<file path="src/hw/rtl/pioc_pkg.sv">
// Shared types and constants of the parallel I/O controller.
// No dependencies; used by pioc_port, the top level and the bench.
package pioc_pkg;

  typedef enum logic [3:0] {
    OP_CPU_READ    = 4'd0,
    OP_CPU_WRITE   = 4'd1,
    OP_EXT_WRITE_A = 4'd2,
    OP_EXT_WRITE_B = 4'd3,
    OP_STROBE_A    = 4'd4,
    OP_STROBE_B    = 4'd5,
    OP_SET_IEI     = 4'd6,
    OP_INT_ACK     = 4'd7,
    OP_RETI        = 4'd8
  } pioc_op_e;

  typedef enum logic [1:0] {
    SEL_A_DATA = 2'd0,
    SEL_A_CTRL = 2'd1,
    SEL_B_DATA = 2'd2,
    SEL_B_CTRL = 2'd3
  } pioc_sel_e;

  typedef enum logic [1:0] {
    MODE_OUTPUT = 2'd0,
    MODE_INPUT  = 2'd1,
    MODE_BIDIR  = 2'd2,
    MODE_BIT    = 2'd3
  } pioc_mode_e;

  typedef enum logic [1:0] {
    PH_IDLE = 2'd0,
    PH_DIR  = 2'd1,
    PH_MASK = 2'd2
  } pioc_phase_e;

  // Control word low-nibble codes
  localparam logic [3:0] CW_MODE      = 4'hF;
  localparam logic [3:0] CW_IRQ_LONG  = 4'h7;
  localparam logic [3:0] CW_IRQ_SHORT = 4'h3;
  localparam logic [7:0] BYTE_ONES    = 8'hFF;

  // Per-port command for one beat
  typedef struct packed {
    logic ctrl_we;
    logic data_we;
    logic ext_we;
    logic strobe;
    logic force_bit;
    logic chain_we;
    logic chain_val;
    logic ack;
    logic reti;
  } pioc_cmd_t;

  // Per-port status: current state plus the post-beat view used for results
  typedef struct packed {
    pioc_mode_e mode_q;
    logic       pend_q;
    logic       svc_q;
    logic       chain_q;
    logic [7:0] vector_q;
    logic [7:0] rd_data;
    pioc_mode_e mode_d;
    logic       pend_d;
    logic       chain_d;
    logic [7:0] pins_d;
  } pioc_stat_t;

endpackage

</file>
<file path="src/hw/rtl/parallel_io_port_controller.sv">
// Two-port parallel I/O controller, top level. Uses pioc_pkg and pioc_port.
// The result of a beat is registered and shown in the cycle after it is accepted.
// Throughput: one beat per cycle; the single result register stalls input
// only while a result waits and out_ready_i is low.
// Reset (rst_ni low, async): both ports in input mode, masks, vectors and
// latches zero, no interrupt pending or in service, chain enables set.
module parallel_io_port_controller (
  input  logic       clk_i,
  input  logic       rst_ni,
  // input beat
  input  logic       in_valid_i,
  output logic       in_ready_o,
  input  logic [3:0] opcode_i,
  input  logic [1:0] port_sel_i,
  input  logic [7:0] data_i,
  input  logic       level_i,
  // result beat
  output logic       out_valid_o,
  input  logic       out_ready_i,
  output logic [7:0] read_data_o,
  output logic [7:0] vector_o,
  output logic       drive_a_o,
  output logic       drive_b_o,
  output logic [7:0] drive_data_o,
  output logic [7:0] pins_a_o,
  output logic [7:0] pins_b_o,
  output logic       int_request_o,
  output logic       ieo_o
);

  logic in_fire;

  pioc_pkg::pioc_cmd_t  cmd_a, cmd_b;
  pioc_pkg::pioc_stat_t stat_a, stat_b;

  // acknowledge / return-from-interrupt priority: port A first
  logic ack_a, ack_b, reti_a, reti_b;

  // result register
  logic       out_valid_q;
  logic [7:0] read_data_q, read_data_d;
  logic [7:0] vector_q, vector_d;
  logic       drive_a_q, drive_a_d, drive_b_q, drive_b_d;
  logic [7:0] drive_data_q, drive_data_d;
  logic [7:0] pins_a_q, pins_b_q;
  logic       int_request_q, int_request_d, ieo_q, ieo_d;
  logic       req_a, req_b;

  // The result register parts the two sides: a new beat enters whenever
  // the held result is empty or being taken this cycle.
  assign in_ready_o = !out_valid_q || out_ready_i;
  assign in_fire    = in_valid_i && in_ready_o;

  assign ack_a  = stat_a.chain_q && stat_a.pend_q && !stat_a.svc_q;
  assign ack_b  = !ack_a && stat_b.chain_q && stat_b.pend_q && !stat_b.svc_q;
  assign reti_a = stat_a.chain_q && stat_a.svc_q;
  assign reti_b = !reti_a && stat_b.chain_q && stat_b.svc_q;

  // Command decode: everything gated by the input handshake.
  always_comb begin
    cmd_a = '0;
    cmd_b = '0;
    if (in_fire) begin
      case (pioc_pkg::pioc_op_e'(opcode_i))
        pioc_pkg::OP_CPU_WRITE: begin
          case (pioc_pkg::pioc_sel_e'(port_sel_i))
            pioc_pkg::SEL_A_DATA: cmd_a.data_we = 1'b1;
            pioc_pkg::SEL_A_CTRL: cmd_a.ctrl_we = 1'b1;
            pioc_pkg::SEL_B_DATA: cmd_b.data_we = 1'b1;
            pioc_pkg::SEL_B_CTRL: cmd_b.ctrl_we = 1'b1;
            default: ;
          endcase
        end
        pioc_pkg::OP_EXT_WRITE_A: cmd_a.ext_we = 1'b1;
        pioc_pkg::OP_EXT_WRITE_B: cmd_b.ext_we = 1'b1;
        // strobe on a falling edge only; the mode gate differs per port
        pioc_pkg::OP_STROBE_A: begin
          cmd_a.strobe = !level_i && (stat_a.mode_q != pioc_pkg::MODE_BIT);
        end
        pioc_pkg::OP_STROBE_B: begin
          cmd_b.strobe = !level_i && (stat_b.mode_q == pioc_pkg::MODE_INPUT ||
                                      stat_b.mode_q == pioc_pkg::MODE_BIT);
        end
        // port B enable samples port A activity only at this moment
        pioc_pkg::OP_SET_IEI: begin
          cmd_a.chain_we  = 1'b1;
          cmd_a.chain_val = level_i;
          cmd_b.chain_we  = 1'b1;
          cmd_b.chain_val = level_i && !(stat_a.pend_q || stat_a.svc_q);
        end
        pioc_pkg::OP_INT_ACK: begin
          cmd_a.ack = ack_a;
          cmd_b.ack = ack_b;
        end
        pioc_pkg::OP_RETI: begin
          cmd_a.reti = reti_a;
          cmd_b.reti = reti_b;
        end
        default: ;
      endcase
    end
    // port A in bidirectional mode pulls port B into bit mode after any
    // control write
    cmd_b.force_bit = (cmd_a.ctrl_we || cmd_b.ctrl_we) &&
                      (stat_a.mode_d == pioc_pkg::MODE_BIDIR);
  end

  pioc_port u_port_a (
    .clk_i  (clk_i),
    .rst_ni (rst_ni),
    .cmd_i  (cmd_a),
    .data_i (data_i),
    .stat_o (stat_a)
  );

  pioc_port u_port_b (
    .clk_i  (clk_i),
    .rst_ni (rst_ni),
    .cmd_i  (cmd_b),
    .data_i (data_i),
    .stat_o (stat_b)
  );

  // Result of the beat, from the post-beat state.
  always_comb begin
    read_data_d = 8'h00;
    if (pioc_pkg::pioc_op_e'(opcode_i) == pioc_pkg::OP_CPU_READ) begin
      case (pioc_pkg::pioc_sel_e'(port_sel_i))
        pioc_pkg::SEL_A_DATA: read_data_d = stat_a.rd_data;
        pioc_pkg::SEL_B_DATA: read_data_d = stat_b.rd_data;
        default:              read_data_d = pioc_pkg::BYTE_ONES;
      endcase
    end
  end

  always_comb begin
    if (cmd_a.ack) begin
      vector_d = stat_a.vector_q;
    end else if (cmd_b.ack) begin
      vector_d = stat_b.vector_q;
    end else begin
      vector_d = pioc_pkg::BYTE_ONES;
    end
  end

  // data write drives the pins unless the port is in input mode
  assign drive_a_d    = cmd_a.data_we && (stat_a.mode_q != pioc_pkg::MODE_INPUT);
  assign drive_b_d    = cmd_b.data_we && (stat_b.mode_q != pioc_pkg::MODE_INPUT);
  assign drive_data_d = (drive_a_d || drive_b_d) ? data_i : 8'h00;

  assign req_a         = stat_a.chain_d && stat_a.pend_d;
  assign req_b         = stat_b.chain_d && stat_b.pend_d;
  assign int_request_d = req_a || req_b;
  assign ieo_d         = int_request_d ? 1'b0 : stat_a.chain_d;

  always_ff @(posedge clk_i or negedge rst_ni) begin
    if (!rst_ni) begin
      out_valid_q <= 1'b0;
    end else if (in_ready_o) begin
      out_valid_q <= in_valid_i;
    end
  end

  // payload register, loaded only on an accepted beat
  always_ff @(posedge clk_i) begin
    if (in_fire) begin
      read_data_q   <= read_data_d;
      vector_q      <= vector_d;
      drive_a_q     <= drive_a_d;
      drive_b_q     <= drive_b_d;
      drive_data_q  <= drive_data_d;
      pins_a_q      <= stat_a.pins_d;
      pins_b_q      <= stat_b.pins_d;
      int_request_q <= int_request_d;
      ieo_q         <= ieo_d;
    end
  end

  assign out_valid_o   = out_valid_q;
  assign read_data_o   = read_data_q;
  assign vector_o      = vector_q;
  assign drive_a_o     = drive_a_q;
  assign drive_b_o     = drive_b_q;
  assign drive_data_o  = drive_data_q;
  assign pins_a_o      = pins_a_q;
  assign pins_b_o      = pins_b_q;
  assign int_request_o = int_request_q;
  assign ieo_o         = ieo_q;

endmodule

</file>
<file path="src/hw/rtl/pioc_port.sv">
// One port of the parallel I/O controller: control word decoder, latches,
// interrupt logic and chain enable. Depends on pioc_pkg.
module pioc_port (
  input  logic                  clk_i,
  input  logic                  rst_ni,
  input  pioc_pkg::pioc_cmd_t   cmd_i,
  input  logic [7:0]            data_i,
  output pioc_pkg::pioc_stat_t  stat_o
);

  pioc_pkg::pioc_mode_e  mode_q, mode_d;
  pioc_pkg::pioc_phase_e phase_q, phase_d;
  logic [7:0] dir_q, dir_d, imask_q, imask_d, vec_q, vec_d;
  logic [7:0] out_q, out_d, in_q, in_d;
  logic       ien_q, ien_d, and_q, and_d, ahi_q, ahi_d;
  logic       pend_q, pend_d, svc_q, svc_d, chain_q, chain_d;
  logic [7:0] open_bits, act_bits;
  logic       hit;
  logic [7:0] rd_data, pin_drive;

  // bit-mode interrupt match over unmasked bits
  assign open_bits = ~imask_q;
  assign act_bits  = data_i & open_bits;
  always_comb begin
    if (and_q) begin
      hit = (act_bits == (ahi_q ? open_bits : 8'h00));
    end else begin
      hit = ahi_q ? (act_bits != 8'h00) : (act_bits != open_bits);
    end
  end

  always_comb begin
    mode_d  = mode_q;
    phase_d = phase_q;
    dir_d   = dir_q;
    imask_d = imask_q;
    vec_d   = vec_q;
    out_d   = out_q;
    in_d    = in_q;
    ien_d   = ien_q;
    and_d   = and_q;
    ahi_d   = ahi_q;
    pend_d  = pend_q;
    svc_d   = svc_q;
    chain_d = chain_q;

    if (cmd_i.data_we) begin
      out_d = data_i;
    end

    if (cmd_i.ctrl_we) begin
      case (phase_q)
        pioc_pkg::PH_DIR: begin
          dir_d   = data_i;
          phase_d = pioc_pkg::PH_IDLE;
        end
        pioc_pkg::PH_MASK: begin
          imask_d = data_i;
          phase_d = pioc_pkg::PH_IDLE;
        end
        default: begin
          phase_d = pioc_pkg::PH_IDLE;
          if (!data_i[0]) begin
            vec_d = data_i;
          end else if (data_i[3:0] == pioc_pkg::CW_MODE) begin
            mode_d = pioc_pkg::pioc_mode_e'(data_i[7:6]);
            if (data_i[7:6] == pioc_pkg::MODE_BIT) begin
              phase_d = pioc_pkg::PH_DIR;
            end
          end else if (data_i[3:0] == pioc_pkg::CW_IRQ_LONG ||
                       data_i[3:0] == pioc_pkg::CW_IRQ_SHORT) begin
            ien_d = data_i[7];
            and_d = data_i[6];
            ahi_d = data_i[5];
            if (data_i[3:0] == pioc_pkg::CW_IRQ_LONG && data_i[4]) begin
              phase_d = pioc_pkg::PH_MASK;
            end
          end
        end
      endcase
    end

    // forced bit mode keeps the control phase as it is
    if (cmd_i.force_bit) begin
      mode_d = pioc_pkg::MODE_BIT;
    end

    if (cmd_i.ext_we) begin
      in_d = data_i;
      if (ien_q) begin
        case (mode_q)
          pioc_pkg::MODE_INPUT, pioc_pkg::MODE_BIDIR: pend_d = 1'b1;
          pioc_pkg::MODE_BIT: begin
            if (hit) pend_d = 1'b1;
          end
          default: ;
        endcase
      end
    end

    if (cmd_i.strobe && ien_q) begin
      pend_d = 1'b1;
    end

    if (cmd_i.chain_we) begin
      chain_d = cmd_i.chain_val;
    end

    if (cmd_i.ack) begin
      pend_d = 1'b0;
      svc_d  = 1'b1;
    end

    if (cmd_i.reti) begin
      svc_d = 1'b0;
    end
  end

  always_ff @(posedge clk_i or negedge rst_ni) begin
    if (!rst_ni) begin
      mode_q  <= pioc_pkg::MODE_INPUT;
      phase_q <= pioc_pkg::PH_IDLE;
      dir_q   <= 8'h00;
      imask_q <= 8'h00;
      vec_q   <= 8'h00;
      out_q   <= 8'h00;
      in_q    <= 8'h00;
      ien_q   <= 1'b0;
      and_q   <= 1'b0;
      ahi_q   <= 1'b0;
      pend_q  <= 1'b0;
      svc_q   <= 1'b0;
      chain_q <= 1'b1;
    end else begin
      mode_q  <= mode_d;
      phase_q <= phase_d;
      dir_q   <= dir_d;
      imask_q <= imask_d;
      vec_q   <= vec_d;
      out_q   <= out_d;
      in_q    <= in_d;
      ien_q   <= ien_d;
      and_q   <= and_d;
      ahi_q   <= ahi_d;
      pend_q  <= pend_d;
      svc_q   <= svc_d;
      chain_q <= chain_d;
    end
  end

  // read data: a read beat changes nothing, so current state is the post view
  always_comb begin
    case (mode_q)
      pioc_pkg::MODE_OUTPUT: rd_data = out_q;
      pioc_pkg::MODE_BIT:    rd_data = (in_q & dir_q) | (out_q & ~dir_q);
      default:               rd_data = in_q;
    endcase
  end

  always_comb begin
    case (mode_d)
      pioc_pkg::MODE_INPUT: pin_drive = pioc_pkg::BYTE_ONES;
      pioc_pkg::MODE_BIT:   pin_drive = out_d & ~dir_d;
      default:              pin_drive = out_d;
    endcase
  end

  assign stat_o = '{
    mode_q:   mode_q,
    pend_q:   pend_q,
    svc_q:    svc_q,
    chain_q:  chain_q,
    vector_q: vec_q,
    rd_data:  rd_data,
    mode_d:   mode_d,
    pend_d:   pend_d,
    chain_d:  chain_d,
    pins_d:   pin_drive
  };

endmodule

</file>
<file path="config.mk">
export PLATFORM = sky130hd
export DESIGN_NAME = parallel_io_port_controller
export DESIGN_NICKNAME = d
export VERILOG_FILES = /design/src/hw/rtl/pioc_pkg.sv /design/src/hw/rtl/parallel_io_port_controller.sv /design/src/hw/rtl/pioc_port.sv
export SDC_FILE = /design/constraint.sdc
export NUM_CORES = 1
export LEC_CHECK = 0
export ABC_AREA = 1
export BUFFER_PORTS_ARGS = -buffer_cell sky130_fd_sc_hd__buf_2
export CAP_MARGIN = 0
export CORE_MARGIN = 1
export CORE_UTILIZATION = 47
export CTS_CLUSTER_DIAMETER = 40
export DETAILED_ROUTE_END_ITERATION = 10
export HOLD_SLACK_MARGIN = 0.08
export PLACE_DENSITY = 0.66
export SLEW_MARGIN = 0
export SYNTH_ARGS = -nofsm -noshare
export SYNTH_HDL_FRONTEND = slang
export SYNTH_SLANG_ARGS = --single-unit
</file>
<file path="constraint.sdc">
create_clock -name clk_i -period 5.65 [get_ports clk_i]
set_input_delay 0.565 -clock clk_i [delete_from_list [all_inputs] [get_ports clk_i]]
set_output_delay 0.565 -clock clk_i [all_outputs]
set_load 0.02 [all_outputs]
</file>
### Word-level counts from Yosys, hierarchy flattened

Cells that the tools add are included.

| operators by class | value |
|---|---|
| equal/unequal tests | 37 |
| bitwise operators | 20 |
| mux-type cells | 73 |
| reductions and logical operators | 52 |

Operator list:

| kind | number |
|---|---|
| $mux 8 | 10 |
| $pmux 8 s2 | 5 |
| $and 8x8->8 | 8 |
| $not 8->8 | 6 |
| $mux 2 | 19 |
| $mux 1 | 33 |
| $eq 2x2->1 const B | 12 |
| $eq 4x3->1 const B | 5 |
| $logic_and 1x1->1 | 20 |
| $eq 8x8->1 | 2 |
| $mux 4 | 4 |
| $ne 8x8->1 | 2 |
| $or 8x8->8 | 2 |
| $reduce_bool 8->1 | 2 |
| $eq 2x1->1 const B | 7 |
| $eq 4x2->1 const B | 3 |
| $reduce_and 5->1 | 2 |
| $eq 4x4->1 const B | 2 |
| $reduce_or 2->1 | 4 |
| $logic_not 1->1 | 7 |
| $logic_or 1x1->1 | 7 |
| $logic_not 2->1 | 3 |
| $reduce_and 3->1 | 2 |
| $eq 4x1->1 const B | 1 |
| other kinds (7) | 14 |

| storage, ports and cells | value |
|---|---|
| register bits | 143 |
| input bits | 19 |
| output and inout port bits | 46 |
| word-level logic and storage cells | 219 |

### Depth between registers and ports, before layout

Gate-level depths: netlist of the first run.

| depth | value |
|---|---|
| depth after elaboration | 13 |
| gate-level depth with buffers | 17 |
| depth with buffers taken out | 17 |

### Modules after synthesis

A second synthesis of the first run with hierarchy kept.

| unflattened totals | value |
|---|---|
| cell total of the unflattened synthesis | 821 |
| area total of the unflattened synthesis | 7016.7 sq um |

Modules (own cells, without submodules):

| module | instances | cells each | area each (sq um) |
|---|---|---|---|
| pioc_port | 2 | 309 | 2459.9 |
| parallel_io_port_controller | 1 | 203 | 2097.0 |

### Worst setup path after synthesis of the first run

No wires, ideal clock.

| timing path | value |
|---|---|
| path kind | input to register |
| from | input out_ready_i |
| to | register int_request_q (netlist: int_request_o), data pin |
| data arrival time | 2.562 ns |
| path slack | 2.832 ns |
| stages | 11 |
| library setup time | 0.256 ns |
| data required time | 5.394 ns |
| path buffers | 0 |
| path through | inv_1 > nand2_2 > nand2_4 > inv_1 > nand2_1 > nor2_2 > inv_1 > nand2_1 > inv_1 > nand2_1 > nand2_1 |

RTL lines:

| item | RTL line | RTL |
|---|---|---|
| start, declared | parallel_io_port_controller.sv:19 | `input logic out_ready_i,` |
| end signal, assigned | parallel_io_port_controller.sv:174 | `int_request_q <= int_request_d;` |
| end, declared | parallel_io_port_controller.sv:46 | `logic int_request_q, int_request_d, ieo_q, ieo_d;` |

### Final worst setup path of the first run

| timing path | value |
|---|---|
| from | register u_port_a.mode_q[0] |
| to | register read_data_q[4] (netlist: read_data_o[4]), data pin |

| between the ends | value |
|---|---|
| word-level cells in the longest chain between the ends | 3 |
| elaborated cells on any way between the ends | 4 |
| those cells by class | eq/ne: 1; mux: 2; reduce/logical: 1 |

Ends and longest elaborated chain:

| item | RTL line | RTL |
|---|---|---|
| start, declared | pioc_port.sv:11 | `pioc_pkg::pioc_mode_e mode_q, mode_d;` |
| start signal, assigned | pioc_port.sv:121 | `mode_q <= pioc_pkg::MODE_INPUT;` |
| start signal, assigned | pioc_port.sv:135 | `mode_q <= mode_d;` |
| $eq 2x2->1 or $logic_not 2->1 (tied branches) | pioc_port.sv:153 | `case (mode_q)` |
| $pmux 8 s2 * | pioc_port.sv:153 |  |
| $pmux 8 s2 * | parallel_io_port_controller.sv:128 | `case (pioc_pkg::pioc_sel_e'(port_sel_i))` |
| end signal, assigned | parallel_io_port_controller.sv:167 | `read_data_q <= read_data_d;` |
| end, declared | parallel_io_port_controller.sv:41 | `logic [7:0] read_data_q, read_data_d;` |

Mark *: on every way between the ends. The rest lies on a longest branch, timed or not.
A chain may end at the register's enable or synchronous reset.

==> summary.txt, run 1 <==
Route
  – Routed WL per cell: 16.6 µm
  – Via count: 5522
  – DRC viols: 0
  – Routed vias/inst: 5.33
  – 1st-iter DRT viols: 600
  – ANT nets after route: 0
  – Total Wirelength: 17200 µm
  – DR pass1 iterations: 7

Placed design
  – Area post-placement: 7270 µm²
  – RePlAce Congestion: 0.857
  – Input/output buffers: 64
  – Dpl ws: 2.98 ns
  – Placed Cells: 1003
  – Hpwl dp: 12200 µm

STA
  – RSZ-0062 raised after global routing: no
  – Worst Max-Slew Pin Slew: 0.876 ns
  – Final Max Slew Viols: 0
  – Final TNS setup: 0 ns
  – Post-route setup slack: 3.24 ns
  – Max Clock Skew: 0.00462 ns
  – FMAX: 416 MHz
  – Final setup vio count: 0
  – Tcrit/Tclk final: 42.6%
  – Final Critical Period: 2.41 ns
  – Final Hold Viols: 0
  – Slew HR: 41.6%

Power and ir drop
  – Gate power share: 10.3%
  – Sw Ratio: 24.3%
  – Seq pwr share: 44.8%
  – Net Switching: 0.657 mW
  – Worst VDD drop: 0.000213 V
  – Internal power: 2.05 mW
  – Clock share of power: 44.9%
  – Pwr dens: 342 nW/µm²
  – Total power: 2.70 mW
  – Leakage: 3.53 nW

Logic synthesis
  – Largest family of logic cells by synthesized area: simple AND/OR/NAND/NOR gates
  – Sequential share of the synthesized area: 56.0%
  – Adder-Cell Fraction of Synth Area: 2.21%
  – Simple-Gate Fraction of Synth Area: 22.1%
  – Multiplexer area fraction after synthesis: 0%
  – Number of synthesized register bits: 143
  – Avg Synthesized Cell Area: 8.72 µm²
  – Synth Instances: 779
  – Ys async rst share: 69.2%
  – YS warnings: 0
  – Post-Synth XOR/XNOR Area: 0%
  – Dominant synthesized flop cell: dfrtp_1
  – Mapped Area: 6790 µm²
  – Syn nets: 810
  – Count of different cell masters after synthesis: 38
  – EDFF count, synth: 44
  – Post-synthesis compound-gate area fraction: 13.1%

Global route
  – Largest net degree at the start of global routing: 69
  – GRT overflow: 0
  – All-Layer GR Usage: 25.2%
  – First-pass GRT wire length: 27700 µm
  – Number of global-route vias before repair: 5346
  – Antenna violations before repair: 0

Min path
  – Worst hold path stage count: 4
  – Min-Delay Endpoint: out_valid_o$_DFFE_PN0N_
  – Worst hold path class: input pin to flip-flop
  – Hold path start: out_ready_i

CTS
  – CTS tree: yes
  – CTS Buf Count: 17
  – CTS clk-pin slew, worst paths: 0.06 ns
  – Clock Tree Buf Depth: 2
  – Post-CTS Setup Repair Bufs: 0
  – CTS sink cnt: 143
  – # hold bufs at CTS: 1
  – CTS root buf: clkbuf_16
  – Post-cts resize count: 0
  – Skew-Pair Late Insertion Delay: 0.43 ns
  – Htree depth: 4

Worst setup path
  – Flop-to-flop setup slack: 3.24 ns
  – FF-to-FF Start: u_port_a.mode_q[0]$_DFF_PN1_
  – Reg2reg end: read_data_o[4]$_SDFFCE_PP0P_
  – CP max FO: 17
  – Crit. End Element: flip-flop
  – Critical path arrival: 2.56 ns
  – Crit Path Category: flip-flop to flip-flop
  – Worst R2R Path Depth: 6
  – Startpoint Class: flip-flop
  – Worst path required time: 5.80 ns

Outcome
  – Outcome: finished, final reports clean

Die
  – FP Rows: 43
  – Die X: 122 µm
  – Die area: 14900 µm²
  – Io pins: 65
  – Die height: 122 µm
  – Initial Utilization: 48.5%
  – Core box area: 14000 µm²

Cells and area
  – Fraction of layout cells with a size suffix above 1: 15.3%
  – # diodes: 0
  – Final std cells w/o fill: 1036
  – Design area: 7920 µm²
  – Fin nets: 874
  – Fillers: 1262
  – Area growth syn-to-layout: 16.6%

Flow run
  – Max-capacitance violation count: 0
==> layer usage <==
layer  track usage (%)  vias to the layer above  share of wire [%]
met4              10.8                        0                2.7
met5                 0                        -                  0
met3              6.37                       33                5.9
met1              33.7                     2604                 45
met2              38.9                      201                 46
li1                  -                     2684                  -
==> power groups by stage <==
stage               clock, mW  combinational [mW]  sequential, mW
finish                   1.21               0.280            1.21
global route             1.27               0.317            1.22
CTS                      1.23               0.280            1.21
detailed placement          0               0.277            1.23
global placement            0               0.270            1.23
floorplan                   0               0.162            1.24
==> area by class of cell <==
type                    instances  area [µm²]  area share [%]
multi-input cells             521        2540            32.2
inverters                      92         347            4.38
well taps                     180         225            2.85
flip-flops and latches        143        3800            48.1
clock inverters                11         189            2.39
clock buffers                  21         450            5.69
repair buffers                 68         355            4.49
==> how the worst max path moves through the flow <==
stage                                              end                         start  depth (start not counted)
after floorplan                int_request_o$_DFFE_PP_                   out_ready_i                         11
after global placement             ieo_o$_SDFFCE_PP0P_                     data_i[7]                         16
after detailed placement           ieo_o$_SDFFCE_PP0P_                     data_i[7]                         14
after CTS                 read_data_o[4]$_SDFFCE_PP0P_  u_port_a.mode_q[0]$_DFF_PN1_                          6
after global routing      read_data_o[4]$_SDFFCE_PP0P_  u_port_a.mode_q[0]$_DFF_PN1_                          6
final                     read_data_o[4]$_SDFFCE_PP0P_  u_port_a.mode_q[0]$_DFF_PN1_                          6
==> worst max-delay path, stage by stage, from the launching register on <==
cell and delay, ns:
dfstp_2 0.55, inv_1 0.07, ha_1 0.29, inv_1 0.40
a21oi_1 0.16, a311oi_1 0.57, a311oi_1 0.09
==> cells in the mapped netlist (8+ instances only) <==
cell type | n | area share (%)
nand2_1 | 243 | 13
o21a_1 | 8 | 0.88
o21ai_0 | 91 | 6.7
dfrtp_1 | 95 | 35
ha_1 | 12 | 2.2
clkbuf_1 | 19 | 1.1
nand3_1 | 30 | 2.2
nor2_1 | 50 | 2.8
inv_1 | 84 | 4.6
nor3_1 | 8 | 0.59
a311oi_1 | 16 | 2.1
edfxtp_1 | 44 | 19
a21oi_1 | 21 | 1.5
==> placed cells by master, fill, tap and decap left out, types with 2 or more instances in the layout <==
cell         n
a21boi_0     2
a21oi_1     21
a21oi_2      2
a311oi_1    16
buf_2       63
buf_4        4
bufinv_16    5
clkbuf_1     3
clkbuf_16   17
clkinv_1     4
clkinv_2     3
clkinv_4     2
dfrtp_1     95
dfstp_2      4
edfxtp_1    44
ha_1        12
inv_1       83
inv_2        5
nand2_1    243
nand2_2      5
nand2_4      3
nand3_1     30
nand3_2      3
nand4_1      2
nor2_1      50
nor2_2       3
nor2_4       5
nor3_1       8
o21a_1       8
o21ai_0     91
o21ai_1      2
o21ai_2      3
o22ai_1      4
o32a_1       2
==> logic make-up after synthesis <==
| logic type | Yosys count |
|---|---|
| AND/OR/NAND/NOR | 356 |
| AO/OA/AOI/OAI | 153 |
| flip-flops | 143 |
| buffers and inverters | 115 |
| adder cells (fa/ha/maj) | 12 |
==> metrics by stage <==
stage | hold WS [ns] | util [%]
6_report | 0.443 | 56.6
5_1_grt | 0.449 | 56.6
4_1_cts | 0.432 | 56.6
3_5_place_dp | 0.467 | 51.9
3_3_place_gp | 0.461 | 51.9
2_1_floorplan | 0.269 | -
Power figures use the tool's default switching activity.
==> run 2, diff against run 1 <==
==> constraint.sdc (replaced) <==
create_clock -name clk_i -period 2.35 [get_ports clk_i]
set_input_delay 0.235 -clock clk_i [delete_from_list [all_inputs] [get_ports clk_i]]
set_output_delay 0.235 -clock clk_i [all_outputs]
set_load 0.02 [all_outputs]
==> run 2 against run 1 <==
Against the previous run: sequential share of layout area is 1.2 points lower; fmax is 11% higher; core utilization is 1.4 points higher; worst hold slack worse by 0.35 ns; highest routed layer unchanged; clock power is 130% higher; worst setup slack worse by 3.1 ns; combinational power grew to 2.5 times the previous value; first-iteration DRC count is 25% higher; sequential cell count stayed put; sequential power is 140% higher; total power is 140% higher; design area is 2.6% higher.
==> summary.txt, run 2 (synthesized netlist as in run 1, its figures left out) <==
STA
  – Final Max Slew Viols: 0 (unchanged)
  – Tcrit/Tclk final: 91.8% (+49 points)
  – Worst Max-Slew Pin Slew: 0.520 ns (-0.356 ns)
  – Max Clock Skew: 0.00504 ns (+0.000421 ns)
  – Final Critical Period: 2.16 ns (-0.248 ns)
  – Final setup vio count: 0 (unchanged)
  – FMAX: 463 MHz (+11%)
  – RSZ-0062 raised after global routing: no
  – Final Hold Viols: 0 (unchanged)
  – Final TNS setup: 0 ns (unchanged)
  – Slew HR: 65.3% (+24 points)

Power and ir drop
  – Worst VDD drop: 0.000596 V (+180%)
  – Leakage: 3.65 nW (+3.1%)
  – Pwr dens: 794 nW/µm² (+130%)

Die
  – Io pins: 65 (unchanged)
  – Initial Utilization: 48.5% (unchanged)
  – Die height: 122 µm (unchanged)
  – Core box area: 14000 µm² (unchanged)
  – FP Rows: 43 (unchanged)
  – Die area: 14900 µm² (unchanged)
  – Die X: 122 µm (unchanged)

Route
  – Via count: 5663 (+2.6%)
  – ANT nets after route: 0 (unchanged)
  – Routed WL per cell: 16.7 µm (+0.81%)
  – DRC viols: 0 (unchanged)
  – 1st-iter DRT viols: 747 (+25%)
  – Total Wirelength: 17800 µm (+3.3%)
  – Routed vias/inst: 5.33 (about the same)
  – DR pass1 iterations: 5 (-2)

Cells and area
  – # diodes: 0 (unchanged)
  – Leading cell type in the layout, fill and taps excluded: nand2_1
  – Fraction of layout cells with a size suffix above 1: 18.3% (+3.0 points)
  – Final std cells w/o fill: 1062 (+2.5%)
  – Register area: 3800 µm² (unchanged)
  – Area growth syn-to-layout: 19.6%
  – Fillers: 1238 (-1.9%)
  – Most frequent cells in the layout: nand2_1, dfrtp_1, o21ai_0
  – Fin nets: 900 (+3.0%)
  – Footprint of the multi-input gates: 2540 µm² (unchanged)
  – Final Util: 58.0% (+1.4 points)
  – Design area: 8120 µm² (+2.6%)

Worst setup path
  – Critical path arrival: 2.32 ns (-0.24 ns)
  – FF-to-FF Start: u_port_a.mode_q[0]$_DFF_PN1_
  – Flop-to-flop setup slack: 0.19 ns (-3.05 ns)
  – CP max stage cell: dfstp_2
  – Cell Chain, Critical Path: inv_1 > ha_1 > inv_1 > a21oi_1 > a311oi_1 > buf_4 > a311oi_1
  – Crit. Startpoint: u_port_a.mode_q[0]$_DFF_PN1_
  – Critical path endpoint: read_data_o[2]$_SDFFCE_PP0P_
  – Worst R2R Path Depth: 7 (+1)
  – Worst path max stage delay: 0.55 ns (-0.02 ns)
  – CP max FO: 17 (unchanged)
  – Crit. End Element: flip-flop
  – Startpoint Class: flip-flop
  – Critical path depth: 7 (+1)
  – CP bufs+invs: 3 (+1)
  – Crit Path Category: flip-flop to flip-flop
  – Worst path required time: 2.51 ns (-3.29 ns)
  – Reg2reg end: read_data_o[2]$_SDFFCE_PP0P_
  – Crit path max-delay family: buffers and inverters

CTS
  – CTS sink cnt: 143 (unchanged)
  – Post-CTS Setup Repair Bufs: 0 (unchanged)
  – CTS Buf Count: 17 (unchanged)
  – CTS root buf: clkbuf_16
  – CTS tree: yes
  – CTS clk-pin slew, worst paths: 0.06 ns (about the same)
  – Htree depth: 4 (unchanged)
  – Clock Tree Buf Depth: 2 (unchanged)
  – Skew-Pair Late Insertion Delay: 0.43 ns (about the same)
  – Post-cts resize count: 0 (unchanged)

Min path
  – Worst hold path class: input pin to flip-flop

Flow run
  – Max-capacitance violation count: 0 (unchanged)

Global route
  – Number of global-route vias before repair: 5493 (+2.7%)
  – Largest net degree at the start of global routing: 40 (-42%)
  – Antenna violations before repair: 0 (unchanged)
  – First-pass GRT wire length: 28700 µm (+3.5%)
  – GRT overflow: 0 (unchanged)
  – All-Layer GR Usage: 26.0% (+0.82 points)

Outcome
  – Outcome: finished, final reports clean

Placed design
  – Hpwl dp: 12800 µm (+5.3%)
  – Area post-placement: 7480 µm² (+2.9%)
  – RePlAce Congestion: 0.891 (+4.0%)
  – Input/output buffers: 64 (unchanged)
  – Placed Cells: 1029 (+2.6%)
-- run 2: cell count changes in the layout (fill, tap and decap cells not counted) --
cell / change
clkbuf_16: +2
inv_6: +1
buf_12: +1
clkinv_2: -2
clkinv_1: -2
clkbuf_8: +1
clkbuf_1: -2
clkinvlp_4: +5
buf_4: +25
bufinv_16: -3
-- run 2: how the worst min path moves through the flow --
stage / start / end / slack (ns) / cells after the start
global route: data_i[3] / u_port_a.in_q[3]$_DFFE_PN0P_ / 0.12 / 3
detailed placement: rst_ni / u_port_a.imask_q[1]$_DFFE_PN0P_ / 0.24 / 1
CTS: out_ready_i / out_valid_o$_DFFE_PN0N_ / 0.09 / 4
finish: out_ready_i / out_valid_o$_DFFE_PN0N_ / 0.1 / 4
floorplan: rst_ni / out_valid_o$_DFFE_PN0N_ / -0.06 / 0
global placement: rst_ni / u_port_a.imask_q[1]$_DFFE_PN0P_ / 0.23 / 1
-- run 2: metal layers --
layer / track usage (%) / vias up / part of all wire, %
met5: 0 / - / 0
met4: 10.8 / 0 / 2.2
met3: 5.34 / 30 / 6.8
met2: 40.4 / 223 / 46
met1: 35.6 / 2678 / 45
li1: - / 2732 / -
-- run 2: cell type report --
class / instances / share of cell area [%]
clock buffers: 22 / 6.24
well taps: 180 / 2.77
inverters: 92 / 4.32
multi-input cells: 521 / 31.4
repair buffers: 94 / 6.94
clock inverters: 10 / 1.53
flip-flops and latches: 143 / 46.9
-- run 2: through the flow --
step | hold WS (ns) | total power, mW | setup WS, ns
detailed placement | 0.235 | 3.67 | 0.220
CTS | 0.0918 | 6.48 | 0.214
global route | 0.123 | 6.71 | 0.0303
floorplan | -0.0606 | 3.37 | 0.0409
global placement | 0.230 | 3.65 | 0.280
finish | 0.0976 | 6.45 | 0.192
-- run 2: tightest hold or removal path, stage by stage --
cell	delay, ns
buf_2	0.07
inv_1	0.03
nand2_2	0.08
nand2_1	0.06
-- run 2: where the power goes --
part / total (mW) / switching [mW] / internal, mW
registers: 2.93 / 0.121 / 2.81
clock network: 2.81 / 1.06 / 1.75
logic: 0.712 / 0.475 / 0.236
total: 6.45 / 1.65 / 4.79
-- run 2: repair_timing --
| action | in CTS | in global routing |
|---|---|---|
| hold endpoints to repair | 35 | 0 |
| endpoints found under the setup margin | 0 | 0 |
| hold buffers | 1 | 0 |
==> run 3, diff against run 2 <==
--- a/config.mk
+++ b/config.mk
@@ -8,12 +8,14 @@
 export ABC_AREA = 1
 export BUFFER_PORTS_ARGS = -buffer_cell sky130_fd_sc_hd__buf_2
 export CAP_MARGIN = 0
+export CELL_PAD_IN_SITES_DETAIL_PLACEMENT = 1
+export CELL_PAD_IN_SITES_GLOBAL_PLACEMENT = 1
 export CORE_MARGIN = 1
-export CORE_UTILIZATION = 47
+export CORE_UTILIZATION = 45
 export CTS_CLUSTER_DIAMETER = 40
 export DETAILED_ROUTE_END_ITERATION = 10
 export HOLD_SLACK_MARGIN = 0.08
-export PLACE_DENSITY = 0.66
+export PLACE_DENSITY_LB_ADDON = 0.1
 export SLEW_MARGIN = 0
 export SYNTH_ARGS = -nofsm -noshare
 export SYNTH_HDL_FRONTEND = slang
==> run 3 against run 2 <==
Against the previous run: the run now ends with design-rule violations left; clock power shrank 6%; design area shrank 0.35%; via count grew 2.8%; sequential power is essentially flat; count of clock-buffer cells in the layout shrank 4; critical endpoint is now pins_b_o[3]$_DFFE_PP_; largest cell class unchanged; highest routed layer unchanged.
==> summary.txt, run 3 (synthesized netlist as in run 1, its figures left out) <==
Power and ir drop
  – Clock share of power: 41.8% (-1.8 points)
  – Pwr dens: 782 nW/µm² (-1.6%)
  – Leakage: 3.64 nW (about the same)
  – Sw Ratio: 27.2% (+1.5 points)
  – Gate power share: 11.7% (+0.7 points)
  – Worst VDD drop: 0.000500 V (-16%)
  – Internal power: 4.60 mW (-3.9%)
  – Total power: 6.32 mW (-1.9%)
  – Net Switching: 1.72 mW (+3.9%)
  – Seq pwr share: 46.5% (+1.1 points)

Placed design
  – Dpl ws: 0.226 ns (+0.00604 ns)
  – RePlAce Congestion: 0.970 (+8.9%)
  – Area post-placement: 7510 µm² (+0.44%)
  – Placed Cells: 1035 (+0.58%)
  – Hpwl dp: 15500 µm (+21%)
  – Input/output buffers: 64 (unchanged)

STA
  – Post-route setup slack: 0.198 ns (+0.00561 ns)
  – Min Hold Slack: 0.110 ns (+0.0123 ns)
  – Final Hold Viols: 0 (unchanged)
  – FMAX: 465 MHz (+0.26%)
  – RSZ-0062 raised after global routing: no
  – Final setup vio count: 0 (unchanged)
  – Final TNS setup: 0 ns (unchanged)
  – Tcrit/Tclk final: 91.6% (-0.24 points)
  – Slew HR: 47.2% (-18 points)
  – Max Clock Skew: 0.00767 ns (+0.00263 ns)
  – Worst Max-Slew Pin Slew: 0.790 ns (+0.270 ns)
  – Final Critical Period: 2.15 ns (-0.00561 ns)
  – Final Max Slew Viols: 0 (unchanged)

Cells and area
  – Fillers: 1750 (+41%)
  – # diodes: 0 (unchanged)
  – Area growth syn-to-layout: 19.1%
  – Most frequent cells in the layout: nand2_1, dfrtp_1, o21ai_0
  – Final std cells w/o fill: 1068 (+0.56%)
  – Fin nets: 902 (+0.22%)
  – Final Util: 55.2% (-2.8 points)
  – Design area: 8090 µm² (-0.35%)
  – Leading cell type in the layout, fill and taps excluded: nand2_1
  – Fraction of layout cells with a size suffix above 1: 18.2% (-0.041 points)

Route
  – DR pass1 iterations: 8 (+3)
  – Routed vias/inst: 5.45 (+2.2%)
  – Total Wirelength: 21200 µm (+19%)
  – 1st-iter DRT viols: 515 (-31%)
  – DRC viols: 18 (+18)
  – Routed WL per cell: 19.9 µm (+19%)
  – ANT nets after route: 0 (unchanged)
  – Via count: 5822 (+2.8%)

Worst setup path
  – Startpoint Class: flip-flop
  – Crit Path Category: flip-flop to flip-flop
  – Crit path max-delay family: simple AND/OR/NAND/NOR gates
  – CP max stage cell: dfrtp_1
  – Top cell by count, worst path: nand2_1
  – Crit. End Element: flip-flop
  – Worst path max stage delay: 0.38 ns (-0.17 ns)
  – Critical path arrival: 2.33 ns (about the same)
  – CP bufs+invs: 3 (unchanged)
  – Cell Chain, Critical Path: nand2_2 > nand2_4 > nor2_4 > nand2_1 > inv_2 > nand2_2 > clkinv_2 > nand2_2 > inv_2 > nand2_2 > nand2_1 > o21ai_2 > nand2_4 > nand2_1 > nand2_1 > nand2_1
  – CP max FO: 10 (-7)
  – Flop-to-flop setup slack: 0.20 ns (about the same)
  – Worst path required time: 2.53 ns (+0.02 ns)

Die
  – FP Rows: 44 (+2.3%)
  – Die X: 125 µm (+2.2%)
  – Initial Utilization: 46.4% (-2.2 points)
  – Die area: 15600 µm² (+4.4%)
  – Io pins: 65 (unchanged)
  – Die height: 125 µm (+2.2%)
  – Core box area: 14600 µm² (+4.7%)

Outcome
  – Outcome: complete, but fails checks
  – Failing checks: design-rule violations

CTS
  – CTS sink cnt: 143 (unchanged)
  – Post-CTS Setup Repair Bufs: 0 (unchanged)
  – Clock Tree Buf Depth: 2 (unchanged)
  – CTS root buf: clkbuf_16
  – CTS tree: yes
  – CTS clk-pin slew, worst paths: 0.06 ns (about the same)
  – Htree depth: 4 (unchanged)
  – CTS Buf Count: 17 (unchanged)
  – Skew-Pair Late Insertion Delay: 0.42 ns (about the same)

Flow run
  – Max-capacitance violation count: 0 (unchanged)

Global route
  – Antenna violations before repair: 0 (unchanged)
  – All-Layer GR Usage: 29.2% (+3.2 points)
  – Largest net degree at the start of global routing: 42 (+5.0%)
  – Number of global-route vias before repair: 6160 (+12%)
  – First-pass GRT wire length: 34300 µm (+19%)
  – GRT overflow: 0 (unchanged)

Min path
  – Worst hold path class: input pin to flip-flop
## run 3: cell types whose count changed in the layout (fill, tap and decap cells not counted)
cell        before  now
clkbuf_8         2    0
buf_4           29   30
clkinv_4         2    1
clkinvlp_4       6    4
buf_12           1    2
clkinv_1         2    4
clkbuf_16       19   17
inv_6            1    3
clkinv_2         1    4
## run 3: worst min-delay path, cell delays in order
cell     delay (ns)
buf_2          0.07
inv_1          0.04
nand2_2        0.09
nand2_1        0.06
## run 3: path summary, 6_finish.rpt
| path | startpoint | end | depth (start not counted) |
|---|---|---|---|
| setup / recovery | out_valid_o$_DFFE_PN0N_ | pins_b_o[3]$_DFFE_PP_ | 16 |
| hold / removal | out_ready_i | out_valid_o$_DFFE_PN0N_ | 4 |
| setup reg to reg | out_valid_o$_DFFE_PN0N_ | pins_b_o[3]$_DFFE_PP_ | 16 |
| hold reg to reg | u_port_b.vec_q[2]$_DFFE_PN0P_ | u_port_b.vec_q[2]$_DFFE_PN0P_ | 2 |
| max in group asynchronous | rst_ni | u_port_b.dir_q[1]$_DFF_PN0_ | 3 |
| min in group asynchronous | rst_ni | u_port_a.out_q[1]$_DFF_PN0_ | 2 |
## run 3: final cells by class
class	count	area, µm²	area share (%)
flip-flops and latches	143	3800	47.0
multi-input cells	521	2540	31.5
repair buffers	96	591	7.30
clock buffers	18	429	5.31
inverters	92	350	4.33
well taps	184	230	2.85
clock inverters	14	140	1.73
## run 3: what timing repair did
item	4_1_cts	5_1_grt
gates resized for setup	0	0
hold endpoints to repair	33	0
hold buffers	1	0
## run 3: metal layers
metal  up-vias  share of wire [%]  global-route usage [%]
li1       2735                  -                       -
met1      2889                 45                    38.6
met2       167                 49                    48.5
met3        31                4.6                    4.90
met4         0                2.3                    10.5
met5         -                  0                       0
## run 3: power by group through the flow
stage          sequential, mW  combinational (mW)  clock (mW)
5_1_grt                  2.96               0.822        2.77
4_1_cts                  2.94               0.746        2.68
2_1_floorplan            2.98               0.391           0
6_report                 2.94               0.741        2.64
3_3_place_gp             2.97               0.702           0
3_5_place_dp             2.98               0.735           0
